`src/rtl/i2cram_pkg.sv`:
```
// Shared types and constants for the I2C register access master.
// No dependencies; used by i2cram_core and the top level.
package i2cram_pkg;

  localparam int ByteW = 8;
  localparam int OpW   = 2;
  localparam int CntW  = 4;

  // command codes on the op field
  localparam logic [OpW-1:0] OP_READ  = 2'd0;
  localparam logic [OpW-1:0] OP_WRITE = 2'd1;
  localparam logic [OpW-1:0] OP_TICK  = 2'd2;

  // which byte is on the bus
  localparam logic [1:0] STAGE_DEV_W = 2'd0;
  localparam logic [1:0] STAGE_REG   = 2'd1;
  localparam logic [1:0] STAGE_DATA  = 2'd2;
  localparam logic [1:0] STAGE_DEV_R = 2'd3;

  localparam logic [CntW-1:0]  BitsPerByte = 4'd8;
  localparam logic [ByteW-1:0] DevAddrRst  = 8'd162;
  localparam logic [ByteW-1:0] ReadBit     = 8'h01;

  typedef struct packed {
    logic             scl_level;
    logic             sda_level;
    logic             busy_res;
    logic             done_res;
    logic             ack_failed;
    logic [ByteW-1:0] read_result;
  } res_t;

endpackage

```
`src/rtl/i2cram_core.sv`:
```
// Transaction state and per-request next-state logic of the I2C master.
// Depends on i2cram_pkg; instantiated by i2c_register_access_master_unit.
module i2cram_core (
  input  logic                          clk,
  input  logic                          rst_n,
  input  logic                          cfg_we,
  input  logic [i2cram_pkg::ByteW-1:0]  cfg_wdata,
  input  logic                          accept,
  input  logic [i2cram_pkg::OpW-1:0]    op,
  input  logic [i2cram_pkg::ByteW-1:0]  reg_addr,
  input  logic [i2cram_pkg::ByteW-1:0]  write_data,
  input  logic                          sda_in,
  output i2cram_pkg::res_t              res_nxt
);

  typedef enum logic [4:0] {
    PH_IDLE      = 5'd0,
    PH_ST_SDA_HI = 5'd1,
    PH_ST_SCL_HI = 5'd2,
    PH_ST_SDA_LO = 5'd3,
    PH_ST_SCL_LO = 5'd4,
    PH_ST_SDA_RL = 5'd5,
    PH_WB_DATA   = 5'd6,
    PH_WB_SCL_HI = 5'd7,
    PH_WB_SCL_LO = 5'd8,
    PH_WA_REL    = 5'd9,
    PH_WA_SCL_HI = 5'd10,
    PH_WA_SCL_LO = 5'd11,
    PH_RB_SCL_HI = 5'd12,
    PH_RB_SCL_LO = 5'd13,
    PH_RN_SDA_HI = 5'd14,
    PH_RN_SCL_HI = 5'd15,
    PH_RN_SCL_LO = 5'd16,
    PH_SP_SDA_LO = 5'd17,
    PH_SP_SCL_HI = 5'd18,
    PH_SP_SDA_HI = 5'd19
  } phase_t;

  phase_t                        phase_r, phase_nxt;
  logic [i2cram_pkg::CntW-1:0]   bit_count_r, bit_count_nxt;
  logic [i2cram_pkg::ByteW-1:0]  shift_r, shift_nxt;
  logic [i2cram_pkg::ByteW-1:0]  lat_reg_r, lat_reg_nxt;
  logic [i2cram_pkg::ByteW-1:0]  lat_data_r, lat_data_nxt;
  logic                          is_write_r, is_write_nxt;
  logic                          failed_r, failed_nxt;
  logic                          scl_r, scl_nxt;
  logic                          sda_r, sda_nxt;
  logic [i2cram_pkg::ByteW-1:0]  read_byte_r, read_byte_nxt;
  logic [1:0]                    stage_r, stage_nxt;
  logic [i2cram_pkg::ByteW-1:0]  dev_addr_r;
  logic [i2cram_pkg::CntW-1:0]   bc_inc;
  logic                          done;

  assign bc_inc = bit_count_r + 4'd1;

  always_comb begin
    phase_nxt     = phase_r;
    bit_count_nxt = bit_count_r;
    shift_nxt     = shift_r;
    lat_reg_nxt   = lat_reg_r;
    lat_data_nxt  = lat_data_r;
    is_write_nxt  = is_write_r;
    failed_nxt    = failed_r;
    scl_nxt       = scl_r;
    sda_nxt       = sda_r;
    read_byte_nxt = read_byte_r;
    stage_nxt     = stage_r;
    done          = 1'b0;
    if (accept) begin
      if (phase_r == PH_IDLE) begin
        if (op == i2cram_pkg::OP_READ || op == i2cram_pkg::OP_WRITE) begin
          lat_reg_nxt   = reg_addr;
          lat_data_nxt  = write_data;
          is_write_nxt  = (op == i2cram_pkg::OP_WRITE);
          failed_nxt    = 1'b0;
          stage_nxt     = i2cram_pkg::STAGE_DEV_W;
          shift_nxt     = dev_addr_r;
          bit_count_nxt = '0;
          phase_nxt     = PH_ST_SDA_HI;
        end
      end else if (op == i2cram_pkg::OP_TICK) begin
        case (phase_r)
          PH_ST_SDA_HI: begin sda_nxt = 1'b1; phase_nxt = PH_ST_SCL_HI; end
          PH_ST_SCL_HI: begin scl_nxt = 1'b1; phase_nxt = PH_ST_SDA_LO; end
          PH_ST_SDA_LO: begin sda_nxt = 1'b0; phase_nxt = PH_ST_SCL_LO; end
          PH_ST_SCL_LO: begin scl_nxt = 1'b0; phase_nxt = PH_ST_SDA_RL; end
          PH_ST_SDA_RL: begin sda_nxt = 1'b1; phase_nxt = PH_WB_DATA; end
          PH_WB_DATA: begin
            sda_nxt   = shift_r[i2cram_pkg::ByteW-1];
            phase_nxt = PH_WB_SCL_HI;
          end
          PH_WB_SCL_HI: begin scl_nxt = 1'b1; phase_nxt = PH_WB_SCL_LO; end
          PH_WB_SCL_LO: begin
            scl_nxt   = 1'b0;
            shift_nxt = {shift_r[i2cram_pkg::ByteW-2:0], 1'b0};
            if (bc_inc >= i2cram_pkg::BitsPerByte) begin
              bit_count_nxt = '0;
              phase_nxt     = PH_WA_REL;
            end else begin
              bit_count_nxt = bc_inc;
              phase_nxt     = PH_WB_DATA;
            end
          end
          PH_WA_REL: begin sda_nxt = 1'b1; phase_nxt = PH_WA_SCL_HI; end
          PH_WA_SCL_HI: begin
            scl_nxt = 1'b1;
            if (sda_in) begin
              failed_nxt = 1'b1;
            end
            phase_nxt = PH_WA_SCL_LO;
          end
          PH_WA_SCL_LO: begin
            scl_nxt = 1'b0;
            if (failed_r) begin
              phase_nxt = PH_SP_SDA_LO;
            end else begin
              case (stage_r)
                i2cram_pkg::STAGE_DEV_W: begin
                  stage_nxt     = i2cram_pkg::STAGE_REG;
                  shift_nxt     = lat_reg_r;
                  bit_count_nxt = '0;
                  phase_nxt     = PH_WB_DATA;
                end
                i2cram_pkg::STAGE_REG: begin
                  bit_count_nxt = '0;
                  if (is_write_r) begin
                    stage_nxt = i2cram_pkg::STAGE_DATA;
                    shift_nxt = lat_data_r;
                    phase_nxt = PH_WB_DATA;
                  end else begin
                    // repeated start, then the device address plus the read bit
                    stage_nxt = i2cram_pkg::STAGE_DEV_R;
                    shift_nxt = dev_addr_r + i2cram_pkg::ReadBit;
                    phase_nxt = PH_ST_SDA_HI;
                  end
                end
                i2cram_pkg::STAGE_DEV_R: begin
                  shift_nxt     = '0;
                  bit_count_nxt = '0;
                  phase_nxt     = PH_RB_SCL_HI;
                end
                default: phase_nxt = PH_SP_SDA_LO;
              endcase
            end
          end
          PH_RB_SCL_HI: begin
            scl_nxt   = 1'b1;
            shift_nxt = {shift_r[i2cram_pkg::ByteW-2:0], sda_in};
            phase_nxt = PH_RB_SCL_LO;
          end
          PH_RB_SCL_LO: begin
            scl_nxt = 1'b0;
            if (bc_inc >= i2cram_pkg::BitsPerByte) begin
              bit_count_nxt = '0;
              phase_nxt     = PH_RN_SDA_HI;
            end else begin
              bit_count_nxt = bc_inc;
              phase_nxt     = PH_RB_SCL_HI;
            end
          end
          PH_RN_SDA_HI: begin sda_nxt = 1'b1; phase_nxt = PH_RN_SCL_HI; end
          PH_RN_SCL_HI: begin scl_nxt = 1'b1; phase_nxt = PH_RN_SCL_LO; end
          PH_RN_SCL_LO: begin scl_nxt = 1'b0; phase_nxt = PH_SP_SDA_LO; end
          PH_SP_SDA_LO: begin sda_nxt = 1'b0; phase_nxt = PH_SP_SCL_HI; end
          PH_SP_SCL_HI: begin scl_nxt = 1'b1; phase_nxt = PH_SP_SDA_HI; end
          PH_SP_SDA_HI: begin
            sda_nxt = 1'b1;
            if (!is_write_r) begin
              read_byte_nxt = failed_r ? '0 : shift_r;
            end
            phase_nxt = PH_IDLE;
            done      = 1'b1;
          end
          default: phase_nxt = PH_IDLE;
        endcase
      end
    end
  end

  always_comb begin
    res_nxt.scl_level   = scl_nxt;
    res_nxt.sda_level   = sda_nxt;
    res_nxt.busy_res    = (phase_nxt != PH_IDLE);
    res_nxt.done_res    = done;
    res_nxt.ack_failed  = failed_nxt;
    res_nxt.read_result = read_byte_nxt;
  end

  always_ff @(posedge clk) begin
    if (!rst_n) begin
      phase_r     <= PH_IDLE;
      bit_count_r <= '0;
      shift_r     <= '0;
      lat_reg_r   <= '0;
      lat_data_r  <= '0;
      is_write_r  <= 1'b0;
      failed_r    <= 1'b0;
      scl_r       <= 1'b1;
      sda_r       <= 1'b1;
      read_byte_r <= '0;
      stage_r     <= i2cram_pkg::STAGE_DEV_W;
      dev_addr_r  <= i2cram_pkg::DevAddrRst;
    end else begin
      phase_r     <= phase_nxt;
      bit_count_r <= bit_count_nxt;
      shift_r     <= shift_nxt;
      lat_reg_r   <= lat_reg_nxt;
      lat_data_r  <= lat_data_nxt;
      is_write_r  <= is_write_nxt;
      failed_r    <= failed_nxt;
      scl_r       <= scl_nxt;
      sda_r       <= sda_nxt;
      read_byte_r <= read_byte_nxt;
      stage_r     <= stage_nxt;
      if (cfg_we) begin
        dev_addr_r <= cfg_wdata;
      end
    end
  end

  // stop completion always returns to idle
  a_done_idle: assert property (@(posedge clk) disable iff (!rst_n)
    res_nxt.done_res |=> phase_r == PH_IDLE)
    else $error("done without returning to idle");

  // a missed acknowledge goes straight to the stop sequence
  a_fail_stop: assert property (@(posedge clk) disable iff (!rst_n)
    accept && op == i2cram_pkg::OP_TICK && phase_r == PH_WA_SCL_LO && failed_r
    |=> phase_r == PH_SP_SDA_LO)
    else $error("missed ack did not lead to stop");

  // bit counter stays inside one byte while shifting
  a_bit_range: assert property (@(posedge clk) disable iff (!rst_n)
    (phase_r == PH_WB_DATA || phase_r == PH_RB_SCL_HI)
    |-> bit_count_r < i2cram_pkg::BitsPerByte)
    else $error("bit counter out of range");

  // state only moves on an accepted request
  a_hold: assert property (@(posedge clk) disable iff (!rst_n)
    !accept |=> $stable(phase_r) && $stable(shift_r) && $stable(read_byte_r))
    else $error("state changed without a request");

endmodule

```
`src/rtl/i2c_register_access_master_unit.sv`:
```
// I2C register read/write master: one request per cycle while in_ready is high.
// A result is valid the cycle after its request is accepted.
// The result register is the only stage, and in_ready stays high while
// out_ready takes the held result.
// Reset (rst_n, synchronous, active low): idle, both lines released, address 162.
// Depends on i2cram_pkg and i2cram_core.
module i2c_register_access_master_unit (
  input  logic                          clk,
  input  logic                          rst_n,
  input  logic                          cfg_we,
  input  logic [i2cram_pkg::ByteW-1:0]  cfg_wdata,
  input  logic                          in_valid,
  output logic                          in_ready,
  input  logic [i2cram_pkg::OpW-1:0]    in_op,
  input  logic [i2cram_pkg::ByteW-1:0]  in_reg_addr,
  input  logic [i2cram_pkg::ByteW-1:0]  in_write_data,
  input  logic                          in_sda_in,
  output logic                          out_valid,
  input  logic                          out_ready,
  output logic                          out_scl_level,
  output logic                          out_sda_level,
  output logic                          out_busy_res,
  output logic                          out_done_res,
  output logic                          out_ack_failed,
  output logic [i2cram_pkg::ByteW-1:0]  out_read_result
);

  logic             accept;
  logic             out_valid_r;
  i2cram_pkg::res_t res_nxt;
  i2cram_pkg::res_t res_r;

  assign in_ready = !out_valid_r || out_ready;
  assign accept   = in_valid && in_ready;

  i2cram_core u_core (
    .clk        (clk),
    .rst_n      (rst_n),
    .cfg_we     (cfg_we),
    .cfg_wdata  (cfg_wdata),
    .accept     (accept),
    .op         (in_op),
    .reg_addr   (in_reg_addr),
    .write_data (in_write_data),
    .sda_in     (in_sda_in),
    .res_nxt    (res_nxt)
  );

  always_ff @(posedge clk) begin
    if (!rst_n) begin
      out_valid_r <= 1'b0;
    end else if (accept) begin
      out_valid_r <= 1'b1;
    end else if (out_ready) begin
      out_valid_r <= 1'b0;
    end
  end

  always_ff @(posedge clk) begin
    if (accept) begin
      res_r <= res_nxt;
    end
  end

  assign out_valid       = out_valid_r;
  assign out_scl_level   = res_r.scl_level;
  assign out_sda_level   = res_r.sda_level;
  assign out_busy_res    = res_r.busy_res;
  assign out_done_res    = res_r.done_res;
  assign out_ack_failed  = res_r.ack_failed;
  assign out_read_result = res_r.read_result;

endmodule

```
`config.mk`:
```
export PLATFORM = sky130hd
export DESIGN_NAME = i2c_register_access_master_unit
export DESIGN_NICKNAME = d
export VERILOG_FILES = /design/src/rtl/i2cram_pkg.sv /design/src/rtl/i2cram_core.sv /design/src/rtl/i2c_register_access_master_unit.sv
export SDC_FILE = /design/constraint.sdc
export NUM_CORES = 1
export LEC_CHECK = 0
export BUFFER_PORTS_ARGS = -buffer_cell sky130_fd_sc_hd__buf_4
export CORE_ASPECT_RATIO = 0.8
export CORE_MARGIN = 2
export CORE_UTILIZATION = 50
export CTS_CLUSTER_SIZE = 40
export DETAILED_ROUTE_END_ITERATION = 12
export GPL_TIMING_DRIVEN = 0
export PLACE_DENSITY = 0.73
export SYNTH_ARGS = -nofsm -noshare
export SYNTH_HDL_FRONTEND = slang
export SYNTH_SLANG_ARGS = --single-unit
```
`constraint.sdc`:
```
create_clock -name clk -period 2.1 [get_ports clk]
set_input_delay 0.105 -clock clk [delete_from_list [all_inputs] [get_ports clk]]
set_output_delay 0.105 -clock clk [all_outputs]
set_load 0.01 [all_outputs]
```
==> results of run 1 <==
==> critical path: cells and delay by family, from the launching register on <==
kind / cells / cell delay [ns]
AND/OR/NAND/NOR: 3 / 0.80
buffers and inverters: 2 / 0.23
AO/OA/AOI/OAI: 2 / 0.17
multiplexers: 1 / 0.30
flip-flops: 1 / 0.36
==> how the worst max path moves through the flow <==
stage / start / endpoint / slack (ns) / cells after the start
6_report: u_core.phase_r[4]$_SDFF_PN0_ / out_busy_res$_DFFE_PP_ / -0.05 / 8
5_1_grt: u_core.phase_r[4]$_SDFF_PN0_ / out_busy_res$_DFFE_PP_ / -0.09 / 8
4_1_cts: u_core.phase_r[1]$_SDFF_PN0_ / u_core.bit_count_r[0]$_SDFFE_PN0P_ / -0.14 / 7
3_5_place_dp: u_core.phase_r[1]$_SDFF_PN0_ / u_core.shift_r[1]$_SDFFE_PN0P_ / -0.36 / 8
3_3_place_gp: u_core.phase_r[1]$_SDFF_PN0_ / u_core.shift_r[1]$_SDFFE_PN0P_ / -0.35 / 8
2_1_floorplan: u_core.phase_r[1]$_SDFF_PN0_ / u_core.shift_r[1]$_SDFFE_PN0P_ / -0.004 / 8
==> what timing repair did <==
action                                 4_1_cts  5_1_grt
setup buffers                               11        1
setup endpoints to repair                   54       44
gates cloned                                 0        0
pin swaps                                    5        7
hold buffers                                13        0
gates resized for setup                     28       22
endpoints found under the hold margin       13        0
==> routing by layer <==
| metal | part of all wire | wire (um) | vias up |
|---|---|---|---|
| met5 | 0 | 0 | - |
| met4 | 0.017 | 168 | 0 |
| met3 | 0.070 | 677 | 16 |
| met2 | 0.47 | 4520 | 120 |
| met1 | 0.45 | 4350 | 1643 |
| li1 | - | - | 1648 |
==> registers in the layout (all words and copies together), names as in the netlist, 2 cells and up <==
signal,flops
out_read_result,8
u_core.dev_addr_r,8
u_core.lat_data_r,8
u_core.lat_reg_r,8
u_core.read_byte_r,8
u_core.shift_r,8
u_core.phase_r,5
u_core.bit_count_r,4
u_core.stage_r,2
==> power groups by stage <==
stage	Clock, mW	Combinational, mW	Sequential (mW)
2_1_floorplan	0	0.188	1.46
3_3_place_gp	0	0.302	1.47
3_5_place_dp	0	0.306	1.47
4_1_cts	1.03	0.355	1.43
5_1_grt	1.09	0.401	1.44
6_report	1.01	0.365	1.44
==> synth_stat cells (10+ instances only) <==
cell and number:
sky130_fd_sc_hd__mux2i_1 10, sky130_fd_sc_hd__o21ai_0 25, sky130_fd_sc_hd__dfxtp_1 56, sky130_fd_sc_hd__nand3_1 12, sky130_fd_sc_hd__and2_1 13, sky130_fd_sc_hd__nor2b_1 21, sky130_fd_sc_hd__nand2_1 62, sky130_fd_sc_hd__clkbuf_1 24
sky130_fd_sc_hd__a21oi_1 16, sky130_fd_sc_hd__nor2_1 15, sky130_fd_sc_hd__edfxtp_1 13, sky130_fd_sc_hd__a21boi_0 20
==> area by class of cell <==
| type | instances | area [um^2] | share of cell area |
|---|---|---|---|
| buffer | 25 | 133 | 0.0285 |
| clock buffer | 9 | 124 | 0.0266 |
| clock inverter | 7 | 55.1 | 0.0118 |
| inverter | 9 | 33.8 | 0.00725 |
| multi-input combinational | 311 | 2110 | 0.454 |
| sequential | 69 | 1520 | 0.327 |
| tap | 90 | 113 | 0.0242 |
| timing repair buffer | 69 | 566 | 0.121 |
==> kinds of logic (layout without fill, tap and decap cells) <==
group,Yosys count,in the layout,synth area share
flip-flops,69,69,0.409
adder cells (fa/ha/maj),7,7,0.0237
AO/OA/AOI/OAI,109,109,0.198
AND/OR/NAND/NOR,166,166,0.246
multiplexers,19,19,0.0545
buffers and inverters,39,119,0.0450
XOR/XNOR,10,10,0.0237
==> through the flow <==
stage	util	instances	hold WS (ns)	setup WS [ns]	setup TNS, ns
after floorplan	-	419	0.234	-0.00370	-0.00370
after global placement	0.572	553	0.322	-0.355	-9.93
after detailed placement	0.572	553	0.325	-0.359	-10.08
after CTS	0.634	590	0.00190	-0.137	-0.233
after global routing	0.639	589	0.0126	-0.0900	-0.257
final	0.639	589	0.00661	-0.0481	-0.0481
==> impl_results.rst, run 1 <==
.. list-table::
   :header-rows: 1

   * - Metric
     - Value
   * - Unrepaired setup endpoints after global routing
     - true
   * - Syn nets
     - ~460
   * - Maximum number of pins on one net before global-route repair
     - 15
   * - Static Leak
     - 1.82 nW
   * - Gate count after technology mapping
     - 419
   * - Critical path required time
     - approximately 2.2 ns
   * - Worst path setup slack after routing
     - -0.0481 ns
   * - Final clock skew
     - between 0.01 and 0.015 ns
   * - Setup crit start kind
     - register
   * - Area of the core region
     - between 0.007 and 0.008 mm^2
   * - Fin. Hold Viols
     - 0
   * - Cells taking the most area after synthesis
     - sky130_fd_sc_hd__dfxtp_1 30%, sky130_fd_sc_hd__edfxtp_1 11%, sky130_fd_sc_hd__nand2_1 6.3%, sky130_fd_sc_hd__a21boi_0 4.1%, sky130_fd_sc_hd__nor2b_1 3.6%
   * - Type of the tightest min-delay check
     - primary input to register
   * - Yosys reg bits
     - 69
   * - HPWL Detailed
     - 6.75 mm
   * - Cell Pwr Density
     - around 600 mW/mm^2
   * - R2r endpoint
     - out_busy_res$_DFFE_PP_
   * - Starting utilization of the core area
     - 0.507
   * - Layout cell share with drive strength beyond 1
     - 0.244
   * - Share of synthesized flip-flops with an asynchronous set or reset
     - 0
   * - Commonest non-fill, non-tap cell in the layout
     - sky130_fd_sc_hd__nand2_1
   * - Fill cell count
     - 613
   * - Total grt overflow
     - 0
   * - Share of total power in sequential cells
     - 0.511
   * - Upper clock frequency limit
     - between 0.4 and 0.5 GHz
   * - H-tree level count
     - 3
   * - Post-detailed-route DRC marker count
     - 0
   * - Number of enable flip-flop cells after synthesis
     - 13
   * - Clock sinks
     - 69
   * - Via/cell ratio
     - 5.82
   * - CTS clk-pin slew, worst paths
     - approximately 0.080 ns
   * - GPL Wtd Cong
     - approximately 0.96
   * - Met3 track utilization from global routing
     - 0.0723
   * - Yosys Warn Count
     - 0
   * - Worst Setup End Kind
     - register
   * - Distinct cells, synth
     - 65
   * - Area growth from synthesis to final layout
     - 26.0%
   * - Max_slew headroom
     - 0.653
   * - Switching power of the nets
     - 0.781 mW
   * - # diodes
     - 0
   * - Post-synthesis average cell area
     - around 9 um^2
   * - Share of total power in the clock network
     - 0.358
   * - Endpoint of the worst hold path
     - u_core.lat_data_r[3]$_SDFFE_PN0P_
   * - Cell with the largest stage delay on the worst path
     - sky130_fd_sc_hd__or3_4
   * - Width of the die
     - roughly 100 um
   * - GRT Max-Usage Layer
     - met2
   * - Post-place instance area
     - between 0.004 and 0.005 mm^2
   * - Internal power
     - 2.03 mW
   * - Slowest Stage Delay on Critical Path
     - around 0.4 ns
   * - Initial DRC Count
     - between 100 and 150
   * - Clock period minus final worst setup slack
     - 2.15 ns
   * - CP cell instances
     - or3_4 > nor3_4 > mux2i_4 > buf_4 > buf_6 > o21ai_2 > o2bb2ai_2 > nand4b_1
   * - Failing checks
     - setup timing
   * - Maximum VDD drop
     - 0.443 mV
   * - Via count of the routed design
     - around 3400
   * - Startpoint of the tightest hold check path
     - in_write_data[3]
   * - Met2 routing resource usage after global routing
     - 0.417
   * - Outcome
     - finished, violations left
   * - I/O Pins
     - 47
   * - Global-route wire length before repair
     - ~16 mm
   * - Cell count of the worst reg-to-reg path
     - 8
   * - Total power of the final layout
     - approximately 2.8 mW
   * - Number of max-cap violations
     - 0
   * - CTS tree
     - yes
   * - Number of global-route vias before repair
     - approximately 3300
   * - Worst EP arrival
     - 2.23 ns
   * - Max Fanout on Critical Path
     - 4
   * - Cell type with the largest total area after synthesis
     - sky130_fd_sc_hd__dfxtp_1
   * - Net switching share of the total power
     - 0.278
   * - Worst-Margin Slew
     - between 0.5 and 0.6 ns
   * - Global-route track usage on met1
     - 0.315
   * - Register-to-register setup slack
     - -0.05 ns
   * - IO Port Bufs
     - 44
   * - Final Max Tran Viols
     - 0
   * - Top-area cell type share of the netlist area
     - 0.303
   * - Most used cells in the layout excluding fill and tap cells
     - 61 x sky130_fd_sc_hd__nand2_1, 52 x sky130_fd_sc_hd__buf_4, 52 x sky130_fd_sc_hd__dfxtp_1
   * - Final setup violation count
     - 1
   * - Maximum root-to-sink buffer count
     - 2
   * - Number of buffers added by the clock tree synthesis step
     - 9
   * - Final #Nets
     - approximately 530
   * - Relative contribution of combinational cells to total power
     - 0.130
   * - Category of the critical setup timing path
     - register to register
   * - Die area
     - 0.00810 mm^2
   * - Startpoint of the worst-slack reg-to-reg timing path
     - u_core.phase_r[4]$_SDFF_PN0_
   * - Number of stages on the worst hold path
     - 3
   * - Fraction of the yosys area taken by sequential cells
     - 0.409
   * - Clock insertion delay at the later pin of the skew report
     - 0.36 ns
   * - Combined area of all synthesized cells
     - ~0.0037 mm^2
   * - Avg WL per Cell
     - 16.5 um
   * - Sum of routed wire length over all layers
     - between 9 and 10 mm
   * - Finished layout cell area
     - between 0.004 and 0.005 mm^2
   * - Antenna-violating nets left
     - 0
   * - Final period utilization
     - 1.02
   * - Overall track demand over capacity in global routing
     - 0.251
   * - Die height
     - ~81 um
   * - Drt pass-1 iters
     - 5
   * - Cell chosen for the clock root
     - sky130_fd_sc_hd__clkbuf_8
   * - Top_reg_cell synth
     - sky130_fd_sc_hd__dfxtp_1
   * - Number of antenna violations at the first check in global routing
     - 0
   * - Standard-cell rows
     - 28
Power figures use the tool's default switching activity.
==> run 2: changes to the inputs <==
CELL_PAD_IN_SITES_DETAIL_PLACEMENT = 1   (was default)
CELL_PAD_IN_SITES_GLOBAL_PLACEMENT = 2   (was default)
CORE_UTILIZATION = 32   (was 50)
PLACE_DENSITY = default   (was 0.73)
PLACE_DENSITY_LB_ADDON = 0.1   (was default)
==> run 2 against run 1 <==
  * Maximum frequency grew 0.92%
  * Register-to-register slack gained 0.02 ns
  * The run still ends with setup timing left
  * Total power grew 20%
  * Final area grew 6.0%
  * Sequential power is essentially flat
  * Clock skew shrank 0.0029 ns
  * Clock power grew 52%
  * Count of clock-buffer cells in the layout is the same
  * Via count shrank 1.3%
  * Sequential share of layout area shrank 1.8 points
  * Global-route usage shrank 4.7 points
  * Wire length grew 21%
==> impl_results.rst, run 2 (synthesis results as in run 1) <==
.. list-table::
   :header-rows: 1

   * - Metric
     - Value
   * - Post-place instance area
     - 0.00424 mm^2 (+1.7%)
   * - Critical path required time
     - 2.38 ns (+0.19 ns)
   * - Max Fanout on Critical Path
     - 3 (-1)
   * - Upper clock frequency limit
     - 0.470 GHz (+0.92%)
   * - Clock period minus final worst setup slack
     - 2.13 ns (-0.0196 ns)
   * - Global-route wire length before repair
     - 19.1 mm (+21%)
   * - Avg WL per Cell
     - 18.2 um (+10%)
   * - Max_slew headroom
     - 0.610 (-0.0436)
   * - Post-detailed-route DRC marker count
     - 0 (unchanged)
   * - Area growth from synthesis to final layout
     - 33.5%
   * - Final Max Tran Viols
     - 0 (unchanged)
   * - Number of antenna violations at the first check in global routing
     - 0 (unchanged)
   * - Met3 track utilization from global routing
     - 0.0585 (-0.0138)
   * - CTS tree
     - yes
   * - Type of the tightest min-delay check
     - primary input to register
   * - Antenna-violating nets left
     - 0 (unchanged)
   * - Maximum number of pins on one net before global-route repair
     - 17 (+2)
   * - Most used cells in the layout excluding fill and tap cells
     - 60 x sky130_fd_sc_hd__nand2_1, 60 x sky130_fd_sc_hd__buf_4, 49 x sky130_fd_sc_hd__dfxtp_1
   * - H-tree level count
     - 3 (unchanged)
   * - Worst Setup End Kind
     - register
   * - Width of the die
     - 124 um (+24%)
   * - Final-layout setup total negative slack
     - -0.0285 ns (+0.0196 ns)
   * - Total grt overflow
     - 0 (unchanged)
   * - Die area
     - 0.0124 mm^2 (+53%)
   * - Via/cell ratio
     - 5.22 (-10%)
   * - Number of global-route vias before repair
     - 3582 (+9.1%)
   * - Final setup violation count
     - 1 (unchanged)
   * - Placed Cells
     - 611 (+10%)
   * - Global-route track usage on met1
     - 0.267 (-0.0480)
   * - Clock sinks
     - 69 (unchanged)
   * - Worst EP arrival
     - 2.41 ns (+0.18 ns)
   * - Number of buffers added by the clock tree synthesis step
     - 9 (unchanged)
   * - HPWL Detailed
     - 8.24 mm (+22%)
   * - Cell Pwr Density
     - 683 mW/mm^2 (+13%)
   * - Sum of routed wire length over all layers
     - 11.8 mm (+21%)
   * - IO Port Bufs
     - 44 (unchanged)
   * - GPL Wtd Cong
     - 0.841 (-12%)
   * - Unrepaired setup endpoints after global routing
     - true
   * - Worst path setup slack after routing
     - -0.0285 ns (+0.0196 ns)
   * - Fin. Hold Viols
     - 0 (unchanged)
   * - Number of max-cap violations
     - 0 (unchanged)
   * - Via count of the routed design
     - 3384 (-1.3%)
   * - Drt pass-1 iters
     - 4 (-1)
   * - Category of the critical setup timing path
     - register to register
   * - Setup crit start kind
     - register
   * - Final clock skew
     - 0.00758 ns (-0.00294 ns)
   * - Overall track demand over capacity in global routing
     - 0.205 (-0.0465)
   * - Standard-cell rows
     - 35 (+25%)
   * - Outcome
     - finished, violations left
   * - Area of the core region
     - 0.0114 mm^2 (+56%)
   * - I/O Pins
     - 47 (unchanged)
   * - Static Leak
     - 1.95 nW (+7.2%)
   * - # diodes
     - 0 (unchanged)
   * - End-of-flow core utilization
     - 0.434 (-0.206)
   * - Worst-Margin Slew
     - 0.585 ns (+0.0726 ns)
   * - Final #Nets
     - 534 (+0.19%)
   * - Die height
     - 100 um (+24%)
   * - Fill cell count
     - 1321 (+120%)
   * - Finished layout cell area
     - 0.00494 mm^2 (+6.0%)
   * - GRT Max-Usage Layer
     - met2
   * - Layout cell share with drive strength beyond 1
     - 0.298 (+0.0535)
   * - Starting utilization of the core area
     - 0.325 (-0.183)
   * - CTS clk-pin slew, worst paths
     - 0.07 ns (about the same)
   * - Maximum VDD drop
     - 0.424 mV (-4.3%)
   * - Initial DRC Count
     - 211 (+64%)
   * - Maximum root-to-sink buffer count
     - 2 (unchanged)
   * - Final standard cell count with taps included and fillers excluded
     - 648 (+10%)
   * - Cell chosen for the clock root
     - sky130_fd_sc_hd__clkbuf_16
   * - Failing checks
     - setup timing
   * - Met2 routing resource usage after global routing
     - 0.332 (-0.0843)
   * - Final period utilization
     - 1.01 (-0.00935)
   * - Clock insertion delay at the later pin of the skew report
     - 0.34 ns (-0.02 ns)
## run 2: changes by cell type in the layout (fill, tap and decap cells not counted), moves of 7 or more
cell	delta
sky130_fd_sc_hd__dlygate4sd3_1	-10
sky130_fd_sc_hd__clkbuf_16	+9
sky130_fd_sc_hd__buf_4	+8
sky130_fd_sc_hd__clkbuf_8	-8
sky130_fd_sc_hd__mux2_2	-8
sky130_fd_sc_hd__mux2_4	+8
sky130_fd_sc_hd__and2_1	-7
sky130_fd_sc_hd__and2_4	+7
## run 2: report_power, final
part	total (mW)	internal [mW]	switching (mW)
Combinational	0.395	0.199	0.196
Sequential	1.44	1.40	0.0428
Clock	1.54	0.842	0.694
Total	3.37	2.44	0.933
## run 2: critical path: stages, from the launching register on
cell and delay [ns]:
sky130_fd_sc_hd__dfxtp_2 0.34, sky130_fd_sc_hd__or3_4 0.41, sky130_fd_sc_hd__nor3_4 0.21, sky130_fd_sc_hd__mux2i_4 0.33, sky130_fd_sc_hd__buf_6 0.14, sky130_fd_sc_hd__nand3_4 0.07
sky130_fd_sc_hd__or4_4 0.43, sky130_fd_sc_hd__a21boi_1 0.12
## run 2: path summary, 6_finish.rpt
path	from	endpoint	depth (start not counted)	slack, ns
worst max-delay path	u_core.phase_r[1]$_SDFF_PN0_	u_core.bit_count_r[0]$_SDFFE_PN0P_	7	-0.03
worst min-delay path	cfg_wdata[0]	u_core.dev_addr_r[0]$_SDFFE_PN0P_	3	0.01
worst min register to register	u_core.lat_reg_r[0]$_SDFFE_PN0P_	u_core.lat_reg_r[0]$_SDFFE_PN0P_	2	0.46
worst max register to register	u_core.phase_r[1]$_SDFF_PN0_	u_core.bit_count_r[0]$_SDFFE_PN0P_	7	-0.03
## run 2: per-layer routing
metal  vias to the layer above  part of all wire
li1                       1648                 -
met1                      1652              0.47
met2                        67              0.47
met3                        17             0.044
met4                         0             0.018
met5                         -                 0
## run 2: area by class of cell
type,count,area [um^2],area share
clock buffer,9,225,0.0456
sequential,69,1530,0.309
inverter,9,33.8,0.00684
timing repair buffer,70,569,0.115
clock inverter,7,70.1,0.0142
buffer,25,148,0.0299
multi-input combinational,311,2180,0.442
tap,148,185,0.0375
## run 2: stage by stage
stage,total power [mW],hold slack (ns),setup WS (ns)
finish,3.37,0.0123,-0.0285
global route,3.53,0.0125,-0.0834
CTS,3.40,0.00823,-0.203
detailed placement,1.79,0.333,-0.444
global placement,1.78,0.318,-0.438
floorplan,1.65,0.234,-0.00370
## run 2: what timing repair did
item                                   CTS  global route
setup buffers                           20             7
endpoints found under the hold margin    3             0
hold buffers                             3             0
gates cloned                             1             0
gates resized for setup                 51            46
setup endpoints to repair               54            54
pin swaps                               10            11
